`config.mk`:
```
export PLATFORM = sky130hd
export DESIGN_NAME = saturating_accumulator_alu
export DESIGN_NICKNAME = d
export VERILOG_FILES = /design/src/sv/sacc_pkg.sv /design/src/sv/sacc_serial_unit.sv /design/src/sv/saturating_accumulator_alu.sv
export SDC_FILE = /design/constraint.sdc
export NUM_CORES = 1
export LEC_CHECK = 0
export ABC_AREA = 1
export BUFFER_PORTS_ARGS = -buffer_cell sky130_fd_sc_hd__buf_2
export CAP_MARGIN = 15
export CORE_ASPECT_RATIO = 0.7
export CORE_UTILIZATION = 57
export CTS_BUF_LIST = sky130_fd_sc_hd__clkbuf_8 sky130_fd_sc_hd__clkbuf_16
export CTS_CLUSTER_DIAMETER = 50
export DETAILED_ROUTE_END_ITERATION = 8
export GPL_TIMING_DRIVEN = 0
export PLACE_DENSITY = 0.77
export SETUP_SLACK_MARGIN = 0.02
export SLEW_MARGIN = 20
export SYNTH_ARGS = -nofsm -noshare
export SYNTH_HDL_FRONTEND = slang
export SYNTH_SLANG_ARGS = --single-unit
```
`constraint.sdc`:
```
create_clock -name clk -period 3 [get_ports clk]
set_clock_uncertainty 0.15 [all_clocks]
set_input_delay 0.6 -clock clk [delete_from_list [all_inputs] [get_ports clk]]
set_output_delay 0.6 -clock clk [all_outputs]
set_load 0.005 [all_outputs]
```
`src/sv/sacc_pkg.sv`:
```
// Shared types and constants for the saturating accumulator ALU.
package sacc_pkg;

    localparam int ACC_W  = 21;
    localparam int MAG_W  = 20;
    localparam int OPD_W  = 9;
    localparam int SUM_W  = 22;
    localparam int PROD_W = 29;

    typedef logic signed [ACC_W-1:0] acc_t;
    typedef logic [MAG_W-1:0]        mag_t;
    typedef logic [OPD_W-1:0]        opd_t;
    typedef logic [SUM_W-1:0]        sum_t;
    typedef logic [PROD_W-1:0]       prod_t;

    localparam logic [3:0] CMD_ADD  = 4'd1;
    localparam logic [3:0] CMD_SUB  = 4'd2;
    localparam logic [3:0] CMD_MUL  = 4'd4;
    localparam logic [3:0] CMD_DIV  = 4'd8;
    localparam logic [3:0] CMD_STOP = 4'd9;

    localparam logic [1:0] OP_ADD = 2'd0;
    localparam logic [1:0] OP_SUB = 2'd1;
    localparam logic [1:0] OP_MUL = 2'd2;
    localparam logic [1:0] OP_DIV = 2'd3;

    typedef struct packed {
        logic [3:0] cmd;
        logic [9:0] switches;
    } in_t;

    typedef struct packed {
        acc_t accumulator;
        logic negative;
        logic stopped;
    } out_t;

    typedef struct packed {
        logic       start;
        logic [1:0] op;
        acc_t       acc;
        opd_t       opd_mag;
        logic       opd_neg;
    } req_t;

    typedef struct packed {
        logic done;
        acc_t result;
    } rsp_t;

endpackage

```
`src/sv/sacc_serial_unit.sv`:
```
// Bit-serial add/subtract, shift-add multiply and restoring divide with saturation.
module sacc_serial_unit #(
    parameter int unsigned LIMIT = 999999
) (
    input  logic            clk,
    input  logic            rst_n,
    input  sacc_pkg::req_t  req,
    output sacc_pkg::rsp_t  rsp
);

    localparam logic [2:0] CS_IDLE = 3'd0;
    localparam logic [2:0] CS_ADD  = 3'd1;
    localparam logic [2:0] CS_MUL  = 3'd2;
    localparam logic [2:0] CS_DIV  = 3'd3;
    localparam logic [2:0] CS_FIN  = 3'd4;

    localparam sacc_pkg::sum_t  LIM_SUM  = sacc_pkg::sum_t'(LIMIT);
    localparam sacc_pkg::acc_t  LIM_ACC  = sacc_pkg::acc_t'(LIMIT);
    localparam sacc_pkg::mag_t  LIM_MAG  = sacc_pkg::mag_t'(LIMIT);
    localparam sacc_pkg::prod_t LIM_PROD = sacc_pkg::prod_t'(LIMIT);

    logic [2:0]           state_reg, state_next;
    logic [4:0]           count_reg, count_next;
    sacc_pkg::sum_t       a_reg, a_next;
    sacc_pkg::sum_t       b_reg, b_next;
    logic                 carry_reg, carry_next;
    logic [20:0]          hi_reg, hi_next;
    sacc_pkg::mag_t       lo_reg, lo_next;
    sacc_pkg::mag_t       mcand_reg, mcand_next;
    logic [1:0]           op_reg, op_next;
    logic                 neg_reg, neg_next;
    logic                 done_reg, done_next;
    sacc_pkg::acc_t       res_reg, res_next;

    logic [20:0]          acc_negated;
    sacc_pkg::mag_t       acc_abs;
    logic [9:0]           opd_pos;
    logic [9:0]           opd_tc;
    logic                 is_sub;
    logic                 sum_bit;
    logic                 sum_carry;
    logic [20:0]          mul_sum;
    logic [9:0]           trial;
    logic [10:0]          diff;
    sacc_pkg::prod_t      prod;
    sacc_pkg::mag_t       clamp_mag;
    logic [20:0]          mag_ext;
    sacc_pkg::acc_t       mag_res;
    sacc_pkg::acc_t       add_res;

    assign acc_negated = -req.acc;
    assign acc_abs     = req.acc[20] ? acc_negated[19:0] : req.acc[19:0];
    assign opd_pos     = {1'b0, req.opd_mag};
    assign opd_tc      = req.opd_neg ? -opd_pos : opd_pos;
    assign is_sub      = (req.op == sacc_pkg::OP_SUB);

    assign sum_bit   = a_reg[0] ^ b_reg[0] ^ carry_reg;
    assign sum_carry = (a_reg[0] & b_reg[0]) | (carry_reg & (a_reg[0] ^ b_reg[0]));

    assign mul_sum = hi_reg + {1'b0, (lo_reg[0] ? mcand_reg : '0)};

    assign trial = {hi_reg[8:0], lo_reg[19]};
    assign diff  = {1'b0, trial} - {2'b00, mcand_reg[8:0]};

    assign prod      = (op_reg == sacc_pkg::OP_MUL) ? {hi_reg[19:0], lo_reg[8:0]}
                                                    : {9'd0, lo_reg};
    assign clamp_mag = (prod > LIM_PROD) ? LIM_MAG : prod[19:0];
    assign mag_ext   = {1'b0, clamp_mag};
    assign mag_res   = neg_reg ? -$signed(mag_ext) : $signed(mag_ext);

    always_comb
    begin
        if ($signed(a_reg) > $signed(LIM_SUM))
        begin
            add_res = LIM_ACC;
        end
        else if ($signed(a_reg) < -$signed(LIM_SUM))
        begin
            add_res = -LIM_ACC;
        end
        else
        begin
            add_res = $signed(a_reg[20:0]);
        end
    end

    always_comb
    begin
        state_next = state_reg;
        count_next = count_reg;
        a_next     = a_reg;
        b_next     = b_reg;
        carry_next = carry_reg;
        hi_next    = hi_reg;
        lo_next    = lo_reg;
        mcand_next = mcand_reg;
        op_next    = op_reg;
        neg_next   = neg_reg;
        done_next  = 1'b0;
        res_next   = res_reg;
        unique case (state_reg)
            CS_IDLE:
            begin
                if (req.start)
                begin
                    op_next  = req.op;
                    neg_next = req.acc[20] ^ req.opd_neg;
                    hi_next  = '0;
                    if (req.op == sacc_pkg::OP_ADD || req.op == sacc_pkg::OP_SUB)
                    begin
                        a_next     = {req.acc[20], req.acc};
                        b_next     = {{12{opd_tc[9]}}, opd_tc} ^ {sacc_pkg::SUM_W{is_sub}};
                        carry_next = is_sub;
                        count_next = 5'(sacc_pkg::SUM_W - 1);
                        state_next = CS_ADD;
                    end
                    else if (req.op == sacc_pkg::OP_MUL)
                    begin
                        mcand_next = acc_abs;
                        lo_next    = {11'd0, req.opd_mag};
                        count_next = 5'(sacc_pkg::OPD_W - 1);
                        state_next = CS_MUL;
                    end
                    else
                    begin
                        mcand_next = {11'd0, req.opd_mag};
                        lo_next    = acc_abs;
                        count_next = 5'(sacc_pkg::MAG_W - 1);
                        state_next = CS_DIV;
                    end
                end
            end
            CS_ADD:
            begin
                a_next     = {sum_bit, a_reg[21:1]};
                b_next     = {1'b0, b_reg[21:1]};
                carry_next = sum_carry;
                count_next = count_reg - 5'd1;
                if (count_reg == 5'd0)
                begin
                    state_next = CS_FIN;
                end
            end
            CS_MUL:
            begin
                hi_next    = {1'b0, mul_sum[20:1]};
                lo_next    = {lo_reg[19:9], mul_sum[0], lo_reg[8:1]};
                count_next = count_reg - 5'd1;
                if (count_reg == 5'd0)
                begin
                    state_next = CS_FIN;
                end
            end
            CS_DIV:
            begin
                if (!diff[10])
                begin
                    hi_next = {11'd0, diff[9:0]};
                end
                else
                begin
                    hi_next = {11'd0, trial};
                end
                lo_next    = {lo_reg[18:0], !diff[10]};
                count_next = count_reg - 5'd1;
                if (count_reg == 5'd0)
                begin
                    state_next = CS_FIN;
                end
            end
            CS_FIN:
            begin
                if (op_reg == sacc_pkg::OP_ADD || op_reg == sacc_pkg::OP_SUB)
                begin
                    res_next = add_res;
                end
                else
                begin
                    res_next = mag_res;
                end
                done_next  = 1'b1;
                state_next = CS_IDLE;
            end
            default:
            begin
                state_next = CS_IDLE;
            end
        endcase
    end

    always_ff @(posedge clk or negedge rst_n)
    begin
        if (!rst_n)
        begin
            state_reg <= CS_IDLE;
            done_reg  <= 1'b0;
        end
        else
        begin
            state_reg <= state_next;
            done_reg  <= done_next;
        end
    end

    always_ff @(posedge clk)
    begin
        count_reg <= count_next;
        a_reg     <= a_next;
        b_reg     <= b_next;
        carry_reg <= carry_next;
        hi_reg    <= hi_next;
        lo_reg    <= lo_next;
        mcand_reg <= mcand_next;
        op_reg    <= op_next;
        neg_reg   <= neg_next;
        res_reg   <= res_next;
    end

    assign rsp.done   = done_reg;
    assign rsp.result = res_reg;

endmodule

```
`src/sv/saturating_accumulator_alu.sv`:
```
// Saturating accumulator ALU: command decode, accumulator state and result register.
// Add and subtract run through a 22-bit serial adder, multiply steps through the 9
// multiplier bits and divide forms 20 quotient bits; stop, ignored commands and divide
// by zero bypass the serial unit. A new item is taken in the cycle after the previous
// result is loaded, never while an item is still in progress.
// Reset clears the accumulator and the stop flag and empties the result register.
module saturating_accumulator_alu #(
    parameter int unsigned LIMIT = 999999
) (
    input  logic            clk,
    input  logic            rst_n,
    input  logic            req_valid,
    output logic            req_stall,
    input  sacc_pkg::in_t   req,
    output logic            rsp_valid,
    input  logic            rsp_stall,
    output sacc_pkg::out_t  rsp
);

    localparam logic [1:0] ST_IDLE = 2'd0;
    localparam logic [1:0] ST_RUN  = 2'd1;
    localparam logic [1:0] ST_PEND = 2'd2;

    logic [1:0]        state_reg, state_next;
    sacc_pkg::acc_t    acc_reg, acc_next;
    logic              halt_reg, halt_next;
    logic              out_valid_reg, out_valid_next;
    sacc_pkg::out_t    out_reg, out_next;

    logic              accept;
    logic              need_core;
    sacc_pkg::opd_t    opd_mag;
    sacc_pkg::req_t    core_req;
    sacc_pkg::rsp_t    core_rsp;
    logic [1:0]        op;

    assign opd_mag   = req.switches[8:0];
    assign req_stall = (state_reg != ST_IDLE);
    assign accept    = req_valid && !req_stall;

    always_comb
    begin
        op        = sacc_pkg::OP_ADD;
        need_core = 1'b0;
        if (!halt_reg)
        begin
            if (req.cmd == sacc_pkg::CMD_ADD)
            begin
                op        = sacc_pkg::OP_ADD;
                need_core = 1'b1;
            end
            else if (req.cmd == sacc_pkg::CMD_SUB)
            begin
                op        = sacc_pkg::OP_SUB;
                need_core = 1'b1;
            end
            else if (req.cmd == sacc_pkg::CMD_MUL)
            begin
                op        = sacc_pkg::OP_MUL;
                need_core = 1'b1;
            end
            else if (req.cmd == sacc_pkg::CMD_DIV && opd_mag != '0)
            begin
                op        = sacc_pkg::OP_DIV;
                need_core = 1'b1;
            end
        end
    end

    assign core_req.start   = accept && need_core;
    assign core_req.op      = op;
    assign core_req.acc     = acc_reg;
    assign core_req.opd_mag = opd_mag;
    assign core_req.opd_neg = req.switches[9];

    sacc_serial_unit #(
        .LIMIT (LIMIT)
    ) u_serial (
        .clk   (clk),
        .rst_n (rst_n),
        .req   (core_req),
        .rsp   (core_rsp)
    );

    always_comb
    begin
        state_next     = state_reg;
        acc_next       = acc_reg;
        halt_next      = halt_reg;
        out_next       = out_reg;
        out_valid_next = out_valid_reg;
        if (out_valid_reg && !rsp_stall)
        begin
            out_valid_next = 1'b0;
        end
        unique case (state_reg)
            ST_IDLE:
            begin
                if (accept)
                begin
                    if (need_core)
                    begin
                        state_next = ST_RUN;
                    end
                    else
                    begin
                        if (!halt_reg && req.cmd == sacc_pkg::CMD_STOP)
                        begin
                            halt_next = 1'b1;
                        end
                        state_next = ST_PEND;
                    end
                end
            end
            ST_RUN:
            begin
                if (core_rsp.done)
                begin
                    acc_next   = core_rsp.result;
                    state_next = ST_PEND;
                end
            end
            ST_PEND:
            begin
                if (!out_valid_reg || !rsp_stall)
                begin
                    out_next.accumulator = acc_reg;
                    out_next.negative    = acc_reg[20];
                    out_next.stopped     = halt_reg;
                    out_valid_next       = 1'b1;
                    state_next           = ST_IDLE;
                end
            end
            default:
            begin
                state_next = ST_IDLE;
            end
        endcase
    end

    always_ff @(posedge clk or negedge rst_n)
    begin
        if (!rst_n)
        begin
            state_reg     <= ST_IDLE;
            acc_reg       <= '0;
            halt_reg      <= 1'b0;
            out_valid_reg <= 1'b0;
        end
        else
        begin
            state_reg     <= state_next;
            acc_reg       <= acc_next;
            halt_reg      <= halt_next;
            out_valid_reg <= out_valid_next;
        end
    end

    always_ff @(posedge clk)
    begin
        out_reg <= out_next;
    end

    assign rsp_valid = out_valid_reg;
    assign rsp       = out_reg;

endmodule

```
==> qor.yml, run 1 <==
post-route-period-util: 1.13
row_count: 41
startpoint_type: "flop"
drv_slew: 0
worst_hold_path_type: "input pin to asynchronous set/reset pin"
ys_async_sr_fraction: 0.157
synthCells: 1279
crit_family: "simple AND/OR/NAND/NOR gates"
cts.path.max_buffers: 2
p_int_w: 0.00402
syn_area_sq_mm: 0.0109
slew_headroom: 0.359
switching_share: 0.239
powerDensity_mw_per_mm2: 383
hold_viol: 0
path_buf_inv: 3
p_switching_w: 0.00126
clock_sinks: 185
die_w_microns: 167
end_kind: "flop"
synth_edf_count: 156
ioPinCount: 43
num_vias: 10500
post-route-min-period_ns: 3.40
final_cell_mix: "nand2_1, edfxtp_1, inv_1, nor2_1, buf_4"
rsz0062_at_grt: "true"
violations: "negative setup slack"
crit_path_max_incr_delay_ns: 0.51
gp_congestion: 0.973
setup_ws_ns: -0.405
first_global_vias: 9136
numCtsBuffers: 17
drc_errors: 0
grt_use_total: 0.322
viasPerCell: 6.17
fillers: 1219
cpMostUsedCell: "nor2_4"
crit_path_max_fanout: 7
pwr-share-clk: 0.446
final_common_cell: "nand2_1"
io_buffers: 42
hpwl_microns: 21300
dieArea_sq_mm: 0.0197
die_y_microns: 118
critPathRequiredTime_ns: 3.06
synth_ff_type: "edfxtp_1"
clock.fmax_ghz: 0.294
clk_pin_slew_worst_paths_ns: 0.07
grt_pass1_wl_microns: 48700
cts_tree: "done"
h-tree-depth: 4
wirelength_microns: 34800
cts_hold_buf: 0
synth_nets: 1335
avgSynthCellArea_sq_um: 8.54
grt_max_degree: 46
clk_latency_ns: 0.46
max_cap_viol_count: 0
p_comb_frac: 0.030
diodes: 0
antenna_found_initial: 0
cts_root_buf: "clkbuf_16"
critical-path-slowest-cell: "edfxtp_1"
ys_warn_count: 0
yosysSeqAreaShare: 0.495
total_power_w: 0.00528
dr.pass1.iters: 7
worstSetupPathType: "flop to flop"
ir_drop_mv: 0.322
status: "finished with violations"
drt-initial-drc-count: 1513
tightest_slew_ns: 0.961
core-area_sq_mm: 0.0184
p_leak_nw: 5.90
wl_per_cell_microns: 20.5
synthDistinctLibCells: 47
nNetsFinal: 1502
ant_nets: 0
grt.overflow.total: 0
arrival_ns: 3.46
hold_ws_ns: 0.0731
seq_power_share: 0.524
finalSetupViolCount: 17
area_growth_pct: 26.1
path_cells: "nand2_4 > buf_8 > nand2_2 > nand2_2 > nand2_2 > nor2_4 > nand3_4 > nor3_4 > nor2_4 > buf_6 > nor2_4 > ha_4 > inv_4 > nor2_4 > nand3_2 > nor2_4 > nand2_2 > nand2_4 > nand3_2 > nand2_1 > nand2_1 > nand2_1 > nand2_1"
drive_above_1_share: 0.247
start_util: 0.595
synth_seq_cells: 185
## final timing paths
path | start | end | slack (ns) | cells past startpoint
min | rst_n | acc_reg[20]$_DFFE_PN0P_ | 0.07 | 1
max | u_serial.op_reg[1]$_DFFE_PP_ | u_serial.res_reg[18]$_DFFE_PP_ | -0.40 | 23
max in group asynchronous | rst_n | acc_reg[4]$_DFFE_PN0P_ | 2.12 | 1
max reg2reg | u_serial.op_reg[1]$_DFFE_PP_ | u_serial.res_reg[18]$_DFFE_PP_ | -0.40 | 23
min in group clk | rsp_stall | rsp_valid$_DFF_PN0_ | 0.25 | 3
min reg2reg | acc_reg[11]$_DFFE_PN0P_ | rsp[13]$_DFFE_PP_ | 0.30 | 0
## metal layers
metal,wire [microns],GRT usage
met5,0,0
met4,1490,0.112
met3,4300,0.0874
met2,14900,0.472
met1,14000,0.461
## repair_timing
item / CTS / global route
cloned: 2 / 5
setup endpoints to repair: 160 / 194
gates resized for setup: 90 / 152
pin swaps: 32 / 62
setup buffers: 58 / 43
## synth_stat cells (4+ instances only)
master / n / area [sq um]
a21o_1: 5 / 37.5
a21oi_1: 75 / 375
a31oi_1: 9 / 56.3
buf_2: 4 / 20.0
clkbuf_1: 26 / 97.6
dfrtp_1: 29 / 726
edfxtp_1: 156 / 4680
ha_1: 35 / 438
inv_1: 162 / 608
mux2_2: 11 / 124
nand2_1: 301 / 1130
nand2_2: 4 / 25.0
nand3_1: 61 / 305
nand3b_1: 6 / 45.0
nand4_1: 12 / 75.1
nor2_1: 122 / 458
nor2_2: 5 / 31.3
nor3_1: 16 / 80.1
nor4_1: 5 / 31.3
o211ai_1: 4 / 30.0
o21ai_0: 106 / 531
o21ai_1: 13 / 65.1
o21ai_2: 4 / 35.0
o221ai_1: 5 / 43.8
o22ai_1: 13 / 81.3
o31ai_1: 6 / 45.0
xnor2_1: 16 / 140
xor2_1: 32 / 280
## cell type report
type / instances / area, sq um / area share
repair buffers: 144 / 1090 / 0.0793
inverters: 166 / 647 / 0.0469
repair inverters: 1 / 5.00 / 0.000363
flip-flops and latches: 185 / 5410 / 0.392
well taps: 236 / 295 / 0.0214
multi-input cells: 893 / 5490 / 0.399
plain buffers: 38 / 233 / 0.0169
clock buffers: 17 / 425 / 0.0309
clock inverters: 15 / 181 / 0.0132
## logic make-up after synthesis
kind of cell / synth area share
buffers and inverters: 0.0729
adder cells (fa/ha/maj): 0.0456
XOR/XNOR: 0.0385
AND/OR/NAND/NOR: 0.209
flip-flops: 0.495
multiplexers: 0.0113
AO/OA/AOI/OAI: 0.127
## stage by stage
stage / TNS [ns] / std cells / setup WS [ns] / cell area [sq um] / utilization
2_1_floorplan: 0 / 1279 / 0.0157 / 11000 / -
3_3_place_gp: -79.54 / 1557 / -0.571 / 11500 / 0.627
3_5_place_dp: -88.38 / 1557 / -0.713 / 11500 / 0.627
4_1_cts: -1.19 / 1647 / -0.237 / 12800 / 0.699
5_1_grt: -7.09 / 1695 / -0.575 / 13800 / 0.751
6_report: -4.17 / 1695 / -0.405 / 13800 / 0.751
## power by group through the flow
stage | clock network, W | registers, W | logic, W
3_3_place_gp | 0 | 0.00282 | 0.000134
5_1_grt | 0.00244 | 0.00276 | 0.000174
3_5_place_dp | 0 | 0.00282 | 0.000138
2_1_floorplan | 0 | 0.00282 | 0.0000823
6_report | 0.00235 | 0.00276 | 0.000159
4_1_cts | 0.00233 | 0.00276 | 0.000142
Power figures use the tool's default switching activity.
==> run 2: changes to the inputs <==
--- a/config.mk
+++ b/config.mk
@@ -8,9 +8,7 @@
 export ABC_AREA = 1
 export BUFFER_PORTS_ARGS = -buffer_cell sky130_fd_sc_hd__buf_2
 export CAP_MARGIN = 15
-export CORE_ASPECT_RATIO = 0.7
 export CORE_UTILIZATION = 57
-export CTS_BUF_LIST = sky130_fd_sc_hd__clkbuf_8 sky130_fd_sc_hd__clkbuf_16
 export CTS_CLUSTER_DIAMETER = 50
 export DETAILED_ROUTE_END_ITERATION = 8
 export GPL_TIMING_DRIVEN = 0
==> run 2 against run 1 <==
The flow still finishes with violations (negative setup slack). Worst hold slack gained 0.013 ns. Final cell count fell by 2.9%. Sequential cell count unchanged. Highest routed layer unchanged. Non-clock buffer count decreased by 47. Critical path depth fell by 1.
==> qor.yml, run 2 (synthesis gave the netlist of run 1 again) <==
post-route-min-period_ns: 3.42
clock.fmax_ghz: 0.292
grt.overflow.total: 0
hold_viol: 0
p_int_w: 0.00411
area_growth_pct: 19.8
tns_ns: -3.34
status: "finished with violations"
slew_headroom: 0.471
h-tree-depth: 4
crit_start: "u_serial.op_reg[1]$_DFFE_PP_"
die_w_microns: 140
wl_per_cell_microns: 18.2
clk_pin_slew_worst_paths_ns: 0.08
ant_nets: 0
fillers: 1431
worst_hold_path_type: "input pin to asynchronous set/reset pin"
utilization: 0.698
first_global_vias: 8843
worstSetupPathType: "flop to flop"
cts.path.max_buffers: 2
clk_latency_ns: 0.45
pwr-share-clk: 0.456
core-area_sq_mm: 0.0188
dieArea_sq_mm: 0.0197
rsz0062_at_grt: "true"
setup_ws_ns: -0.422
grt_use_total: 0.303
dr.pass1.iters: 6
hpwl_microns: 20300
cts_tree: "done"
drc_errors: 0
numCtsBuffers: 17
cts_hold_buf: 0
arrival_ns: 3.48
die_y_microns: 140
grt_pass1_wl_microns: 45700
reg2regPathDepth: 22
finalSetupViolCount: 15
critical-path-slowest-cell: "edfxtp_1"
wirelength_microns: 29900
violations: "negative setup slack"
ioPinCount: 43
hold_ws_ns: 0.0858
cts_root_buf: "clkbuf_16"
layout.cells.non_filler: 1645
row_count: 50
cpMostUsedCell: "nor2_4"
p_comb_frac: 0.029
num_vias: 9737
reg2reg_setup_slack_ns: -0.42
drt-initial-drc-count: 1052
multi_input_area_sq_mm: 0.00520
seq_power_share: 0.516
grt_max_degree: 30
io_buffers: 42
start_util: 0.582
critPathRequiredTime_ns: 3.06
r2r-end: "u_serial.res_reg[6]$_DFFE_PP_"
clock_sinks: 185
reg2reg_from: "u_serial.op_reg[1]$_DFFE_PP_"
switching_share: 0.233
powerDensity_mw_per_mm2: 409
antenna_found_initial: 0
ir_drop_mv: 0.417
viasPerCell: 5.92
final-seq-area_sq_mm: 0.00541
tightest_slew_ns: 0.793
path_cells: "nand2_4 > buf_6 > nand2_2 > nand2_2 > buf_4 > nand2_2 > nor2_1 > nand3_1 > nand3_2 > nor2_4 > nor2_4 > buf_6 > nor2_4 > ha_4 > inv_2 > nor2_2 > nand3_2 > nor2_4 > buf_4 > buf_6 > o22ai_1 > a31o_2"
drv_slew: 0
final_cell_mix: "nand2_1, edfxtp_1, inv_1, nor2_1, o21ai_0"
end_kind: "flop"
startpoint_type: "flop"
post-route-period-util: 1.14
p_leak_nw: 5.60
diodes: 0
gp_congestion: 0.969
crit_path_max_fanout: 5
drive_above_1_share: 0.191
p_switching_w: 0.00125
pre_cts_slack_ns: -0.629
max_cap_viol_count: 0
nNetsFinal: 1454
dp.cells: 1555
crit_path_max_incr_delay_ns: 0.50
final_common_cell: "nand2_1"
==> run 2: power by group through the flow <==
stage               clock network [W]   logic, W  registers, W
floorplan                           0  0.0000823       0.00282
global route                  0.00254   0.000170       0.00276
global placement                    0   0.000135       0.00282
CTS                           0.00244   0.000142       0.00276
finish                        0.00244   0.000153       0.00276
detailed placement                  0   0.000137       0.00282
==> run 2: metrics by stage <==
step / area, sq um / total power [W]
finish: 13100 / 0.00536
global route: 13100 / 0.00548
CTS: 12700 / 0.00535
detailed placement: 11500 / 0.00296
global placement: 11500 / 0.00296
floorplan: 11000 / 0.00290
==> run 2: repair_timing <==
item                                   CTS  global route
resized for setup                       69            76
setup endpoints to repair              162           195
pin swaps                               31            36
endpoints found under the hold margin    0             0
gates cloned                             4             0
setup buffers                           32            23
==> run 2: area by class of cell <==
class	instances	share of cell area
Buffer	37	0.0151
Clock buffer	17	0.0325
Clock inverter	15	0.0170
Inverter	166	0.0487
Multi-Input combinational cell	893	0.397
Sequential cell	185	0.413
Tap cell	234	0.0224
Timing Repair Buffer	98	0.0540
==> run 2: how the worst max path moves through the flow <==
stage / to / slack, ns
after floorplan: u_serial.res_reg[14]$_DFFE_PP_ / 0.02
after CTS: u_serial.res_reg[14]$_DFFE_PP_ / -0.26
after global placement: u_serial.mcand_reg[17]$_SDFFCE_PP0P_ / -0.55
final: u_serial.res_reg[6]$_DFFE_PP_ / -0.42
after detailed placement: u_serial.mcand_reg[17]$_SDFFCE_PP0P_ / -0.63
after global routing: u_serial.res_reg[14]$_DFFE_PP_ / -0.49
==> run 2: routing by layer <==
| metal | global-route usage | up-vias | share of wire |
|---|---|---|---|
| met5 | 0 | - | 0 |
| met4 | 0.113 | 0 | 0.031 |
| met3 | 0.0393 | 85 | 0.081 |
| met2 | 0.492 | 504 | 0.47 |
| met1 | 0.418 | 4585 | 0.42 |
| li1 | - | 4563 | - |
==> run 2: critical path: cells and delay by family (launching register included) <==
kind | cells | cell delay [ns]
flip-flops | 1 | 0.50
AO/OA/AOI/OAI | 2 | 0.34
buffers and inverters | 6 | 0.72
AND/OR/NAND/NOR | 13 | 1.34
adder cells (fa/ha/maj) | 1 | 0.14
